$ cat config.mk
export PLATFORM = sky130hd
export DESIGN_NAME = idm_ctrl
export DESIGN_NICKNAME = d
export VERILOG_FILES = /design/src/idm_pkg.sv /design/src/idm_ctrl.sv
export SDC_FILE = /design/constraint.sdc
export NUM_CORES = 1
export LEC_CHECK = 0
export BUFFER_PORTS_ARGS = -buffer_cell sky130_fd_sc_hd__buf_2
export CORE_AREA = 2 2 39 41
export CTS_BUF_LIST = sky130_fd_sc_hd__clkbuf_16
export CTS_CLUSTER_SIZE = 24
export DETAILED_ROUTE_END_ITERATION = 8
export DIE_AREA = 0 0 41 43
export GPL_TIMING_DRIVEN = 0
export PLACE_DENSITY = 0.55
export REMOVE_ABC_BUFFERS = 1
export SETUP_SLACK_MARGIN = 0.4
export SKIP_LAST_GASP = 1
export SLEW_MARGIN = 20
export SYNTH_ARGS = -nofsm -noshare
export SYNTH_HDL_FRONTEND = slang
export SYNTH_SLANG_ARGS = --single-unit
$ cat constraint.sdc
create_clock -name clk_i -period 4.7 [get_ports clk_i]
set_clock_uncertainty 0.1 [all_clocks]
set_input_delay 0.705 -clock clk_i [delete_from_list [all_inputs] [get_ports clk_i]]
set_output_delay 0.705 -clock clk_i [all_outputs]
set_load 0.1 [all_outputs]
$ cat src/idm_pkg.sv
// ----------------------------------------------------------------------------
// idm_pkg
// Shared widths, limits, controller commands and status for the
// interpolated delay mixer.
// ----------------------------------------------------------------------------
`default_nettype none

package idm_pkg;

  localparam int unsigned DelayDepthDef = 4096;

  localparam int unsigned SampleW = 24;
  localparam int unsigned OffsetW = 13;
  localparam int unsigned MixW    = 15;

  localparam logic signed [OffsetW-1:0] OffsetMax = 13'sd2560;
  localparam logic signed [OffsetW-1:0] OffsetMin = -13'sd2560;

  // Controller to datapath commands, one per step of an item
  typedef struct packed {
    logic load;      // capture the input transaction
    logic addr;      // form read addresses and the dry product
    logic read;      // read both taps, store the new sample
    logic wet;       // interpolate between the taps
    logic mix;       // weight and sum
    logic out_load;  // round, saturate, load the output register
  } idm_cmd_t;

  typedef struct packed {
    logic out_free;  // output register empty or being taken
  } idm_status_t;

endpackage

`default_nettype wire

$ cat src/idm_ctrl.sv
// ----------------------------------------------------------------------------
// idm_ctrl
// Sequencer for one item: accept, address, read/store, interpolate, mix,
// output.
// ----------------------------------------------------------------------------
`default_nettype none

module idm_ctrl
  import idm_pkg::*;
(
  input  wire logic        clk_i,
  input  wire logic        rst_ni,
  input  wire logic        in_valid_i,
  output logic             in_ready_o,
  input  wire idm_status_t sts_i,
  output idm_cmd_t         cmd_o
);

  typedef enum logic [5:0] {
    S_IDLE = 6'b000001,
    S_ADDR = 6'b000010,
    S_READ = 6'b000100,
    S_WET  = 6'b001000,
    S_MIX  = 6'b010000,
    S_OUT  = 6'b100000
  } state_e;

  state_e state_q, state_d;

  assign in_ready_o = (state_q == S_IDLE);

  always_comb begin
    state_d = state_q;
    cmd_o   = '0;
    case (state_q)
      S_IDLE: begin
        if (in_valid_i) begin
          cmd_o.load = 1'b1;
          state_d    = S_ADDR;
        end
      end
      S_ADDR: begin
        cmd_o.addr = 1'b1;
        state_d    = S_READ;
      end
      S_READ: begin
        cmd_o.read = 1'b1;
        state_d    = S_WET;
      end
      S_WET: begin
        cmd_o.wet = 1'b1;
        state_d   = S_MIX;
      end
      S_MIX: begin
        cmd_o.mix = 1'b1;
        state_d   = S_OUT;
      end
      S_OUT: begin
        // hold until the output register can take the result
        if (sts_i.out_free) begin
          cmd_o.out_load = 1'b1;
          state_d        = S_IDLE;
        end
      end
      default: begin
        state_d = S_IDLE;
      end
    endcase
  end

  always_ff @(posedge clk_i or negedge rst_ni) begin
    if (!rst_ni) begin
      state_q <= S_IDLE;
    end else begin
      state_q <= state_d;
    end
  end

endmodule

`default_nettype wire

==> out/results.txt, run 1 <==
Initial DRC Count: 1
Hold Crit Class: in2async
max FFs per register: 6
Root Buffer: clkbuf_16
Final HPWL DP: 481 um
largest net degree at the start of global routing: 10
outcome: finished, final reports clean
I/O Buffers: 10
Synth Flop Type: dfrtp_1
hold buffer count at CTS: 0
ys async rst share: 100%
PostCTS Resize Cnt: 0
post-route worst setup slack: 1.78 ns
final hold violation count: 0
DIE HEIGHT: 43 um
core area: 1380 um2
Crit. End Element: output port
IO Count: 11
Netlist cell types: 19
# DRC: 0
fraction of layout cells with a size suffix above 1: 39.1%
GPL Wtd Cong: 0.699
number of flops mapped to enable cells by yosys: 0
Initial Utilization: 25.7%
Slew headroom: 67.4%
setup repair after global routing missed its margin: no
worst-margin pin slew: 0.493 ns
Pins Over Slew Limit: 0
P&R area growth vs syn: 36.6%
hold slack: 0.190 ns
Vias: 290
Critical Path RT: 3.89 ns
Synth warnings: 0
first-pass GRT wire length: 993 um
f_max: 343 MHz
total gr overflow: 0
Period Utilization, post-route: 62.0%
R2R Path Start: state_q[2]
CP max FO: 9
biggest regs: state_q x6
Total Wirelength: 686 um
Nets: 51
DRT Pass-1 Iters: 2
flops & latches, synth: 6
num rows: 14
Worst-Skew Late Latency: 0.23 ns
Bufs on Longest Clock Path: 2
CP max-delay cell: or4_4
setup repair bufs after CTS: 0
initial antenna violation count: 0
CP Launch Point: state_q[2]
n_diodes: 0
die area: 1760 um2
Setup violations, final: 0
crit start category: register
drt wl/cell: 11.1 um
biggest cell delay along the critical path: 0.54 ns
Most flops, register: state_q
Die X: 41 um
setup TNS: 0 ns
Worst-path clk slew: 0.03 ns
CTS Sinks: 6
CTS buffer count: 3
Data arrival, critical path: 2.11 ns
H-tree Lvls: 1
reg2reg end: state_q[0]
synthesized area: 355 um2
DR vias/cell: 4.68
setup slack, reg-to-reg: 2.85 ns
GRT Util Overall: 9.63%
worst reg2reg path depth: 3
vias in the first global route: 249
MaxCap Viol Count: 0
Setup CP Type: reg2out
cells after synthesis: 34
sequential fraction of the synthesis area: 42.6%
CTS tree: yes
mean post-synth cell area: 10.5 um2
post-route minimum period: 2.92 ns
DP Worst Slack: 2.02 ns
CP cell instances: or4_4 > nor3b_1 > and2_1 > buf_2
antenna-violating nets left: 0
-- area by class of cell --
class	instances	area, um2
Timing Repair Buffer	10	50.0
Sequential cell	6	151
Multi-Input combinational cell	26	185
Clock buffer	3	75.1
Fill cell	150	898
Clock inverter	1	3.75
Tap cell	16	20.0
-- how the worst max path moves through the flow --
stage	endpoint	slack, ns	cells past startpoint
final	cmd_o[5]	1.78	4
after global placement	cmd_o[5]	2.06	4
after CTS	cmd_o[5]	1.78	4
after floorplan	cmd_o[5]	-0.33	3
after detailed placement	cmd_o[5]	2.02	4
after global routing	cmd_o[5]	1.71	4
-- through the flow --
| stage | instance area (um2) | utilization, % | instances |
|---|---|---|---|
| final | 485 | 35.1 | 62 |
| after global routing | 485 | 35.1 | 62 |
| after CTS | 485 | 35.1 | 62 |
| after detailed placement | 407 | 29.4 | 58 |
| after global placement | 407 | 29.4 | 58 |
| after floorplan | 337 | - | 32 |
-- cells in the mapped netlist, types with 2 or more instances --
cell	number	area (um2)
nor3b_1	7	52.6
nor2_1	4	15.0
dfrtp_1	5	125
nor4b_1	2	17.5
and2_1	2	12.5
-- per-layer routing --
layer / wire length [um] / vias to the layer above / track usage, %
li1: - / 150 / -
met3: 48 / 5 / 3.14
met2: 250 / 11 / 10.0
met5: 0 / - / 0
met4: 51 / 0 / 16.0
met1: 335 / 124 / 10.9
-- worst max-delay path: cells and delay by family, from the launching register on --
family                 cells  cell delay (ns)
DFF                        1             0.46
buffers and inverters      1             0.41
and+or+nand+nor            3             1.01
-- kinds of logic after synthesis --
family	Yosys count	synth area share, %
flops	6	42.6
xor+xnor	1	2.47
buf+inv	2	5.28
simple gates	22	44.0
compound gates	3	5.63
-- placed cells by master, fill, tap and decap left out --
cell type  Yosys  final
buf_2          0     10
nor3b_1        7      7
dfrtp_1        5      5
nor2_1         4      4
clkbuf_16      0      3
and2_1         2      2
nor4b_1        2      2
or4_2          1      1
or2b_2         1      1
nand2_1        1      1
or4_4          1      1
nand3b_1       1      1
or3b_2         1      1
a21oi_1        1      1
or4b_1         1      1
xor2_1         1      1
a211o_1        1      1
a31oi_1        1      1
inv_1          0      1
dfstp_2        1      1
Power of run 1 is not shown: default switching activity piles up to over one toggle a cycle in this logic, so the estimate is an artifact.
==> run 2: changes to the inputs <==
clock period = 2.8 ns   (was 4.7 ns; I/O delays follow)
==> run 2 against run 1 <==
Effect of this change:
- final area up 10%
- utilization increased by 3.6 points
- non-clock buffer count grew 1
- critical path depth is 1 lower
- final cell count rose by 1.6%
- flip-flop and latch count did not move
- hold slack improved by 0.14 ns
- via count grew 7.9%
- global-route usage is 0.41 points higher
- critical path type unchanged
==> out/results.txt, run 2 (same netlist as run 1, synthesis figures left out) <==
Initial Utilization: 25.7% (unchanged)
post-route worst setup slack: 0.439 ns (-1.35 ns)
DR vias/cell: 4.97 (+6.2%)
CTS tree: yes
fraction of layout cells with a size suffix above 1: 44.7% (+5.6 points)
Period Utilization, post-route: 84.3%
P&R area growth vs syn: 50.7%
outcome: finished, final reports clean
utilization after layout: 38.7% (+3.6 points)
core area: 1380 um2 (unchanged)
Crit path depth: 3 (-1)
met3 GRT Util: 3.14% (unchanged)
Crit. End Element: output port
most frequent cells in the layout: nor3b_1, buf_2, nor2_1, dfrtp_1
CTS buffer count: 3 (unchanged)
Setup violations, final: 0 (unchanged)
WP buf/inv: 1 (unchanged)
biggest cell delay along the critical path: 0.73 ns (+0.19 ns)
Final HPWL DP: 481 um (unchanged)
Data arrival, critical path: 1.84 ns (-0.27 ns)
Hold Crit Class: in2reg
Most flops, register: state_q
H-tree Lvls: 1 (unchanged)
final hold violation count: 0 (unchanged)
Root Buffer: clkbuf_16
total gr overflow: 0 (unchanged)
R2R Path Start: state_q[2]
crit start category: register
Slew headroom: 68.0% (+0.66 points)
reg2reg end: state_q[0]
DP Worst Slack: 0.404 ns (-1.62 ns)
setup repair after global routing missed its margin: yes
setup slack, reg-to-reg: 0.95 ns (-1.90 ns)
Critical Path End: cmd_o[1]
CP max FO: 8 (-1)
Worst-path clk slew: 0.03 ns (about the same)
I/O Buffers: 10 (unchanged)
met2 Track Usage GR: 10.9% (+0.94 points)
DRT Pass-1 Iters: 4 (+2)
worst-margin pin slew: 0.483 ns (-0.00997 ns)
setup repair bufs after CTS: 0 (unchanged)
Critical Path RT: 2.28 ns (-1.61 ns)
GPL Wtd Cong: 0.699 (unchanged)
Bufs on Longest Clock Path: 2 (unchanged)
CP max-delay cell: or4_2
num rows: 14 (unchanged)
post-route minimum period: 2.36 ns
MaxCap Viol Count: 0 (unchanged)
Die X: 41 um (unchanged)
IO Count: 11 (unchanged)
CTS Sinks: 6 (unchanged)
busiest grt layer: met4
Nets: 52 (+2.0%)
Worst-Skew Late Latency: 0.23 ns (about the same)
Initial DRC Count: 6 (+5)
setup TNS: 0 ns (unchanged)
GR Util met1: 11.3% (+0.33 points)
f_max: 424 MHz
CP Launch Point: state_q[1]
antenna-violating nets left: 0 (unchanged)
biggest regs: state_q x6
GRT Util Overall: 10.0% (+0.41 points)
Crit path max-delay family: simple AND/OR/NAND/NOR gates
initial antenna violation count: 0 (unchanged)
Vias: 313 (+7.9%)
worst reg2reg path depth: 3 (unchanged)
largest net degree at the start of global routing: 10 (unchanged)
# DRC: 0 (unchanged)
first-pass GRT wire length: 1040 um (+4.8%)
drt wl/cell: 11.1 um (+0.28%)
n_diodes: 0 (unchanged)
commonest non-fill, non-tap cell in the layout: nor3b_1
die area: 1760 um2 (unchanged)
Total Wirelength: 699 um (+1.9%)
vias in the first global route: 264 (+6.0%)
max FFs per register: 6 (unchanged)
DIE HEIGHT: 43 um (unchanged)
Setup CP Type: reg2out
CP cell instances: or4_2 > nor2_1 > buf_4
Pins Over Slew Limit: 0 (unchanged)
[run 2: cell count changes in the layout (fill, tap and decap cells not counted)]
cell	before	now
and2_1	2	1
and2_4	0	1
buf_12	0	1
buf_2	10	5
buf_4	0	3
clkbuf_4	0	1
dfrtp_1	5	4
dfrtp_2	0	1
dlygate4sd3_1	0	1
nor3b_1	7	6
nor3b_4	0	1
[run 2: how the worst min path moves through the flow]
stage	start	endpoint	cells past startpoint
6_report	in_valid_i	state_q[1]	2
5_1_grt	in_valid_i	state_q[1]	2
4_1_cts	in_valid_i	state_q[1]	2
3_5_place_dp	rst_ni	state_q[5]	1
3_3_place_gp	rst_ni	state_q[5]	1
2_1_floorplan	rst_ni	state_q[1]	0
[run 2: cell type report]
type	count	area [um2]
clock inverter	1	3.75
fill	143	848
multi-input combinational	26	199
tap	16	20.0
sequential	6	153
clock buffer	3	75.1
timing repair buffer	11	85.1
[run 2: metal layers]
metal  vias to the layer above  wire length, um
met5                         -                0
met4                         0               51
met3                         5               42
met2                        11              282
met1                       146              323
li1                        151                -
[run 2: repair_timing]
item	4_1_cts	5_1_grt
resized for setup	6	6
endpoints found under the setup margin	4	2
hold buffers	1	0
hold endpoints to repair	5	0
pin swaps	0	0
[run 2: stage by stage]
step	instance area (um2)	hold WS [ns]	std cells
detailed placement	407	0.146	58
global placement	407	0.148	58
global route	536	0.351	63
floorplan	337	0.0244	32
CTS	514	0.326	63
finish	536	0.330	63
[run 2: worst register-to-register path, cell delays in order, from the launching register on]
cell	delay, ns
dfrtp_2	0.45
or4_4	0.54
or4b_1	0.49
a31oi_1	0.18
Power of run 2 is left out for the same reason.
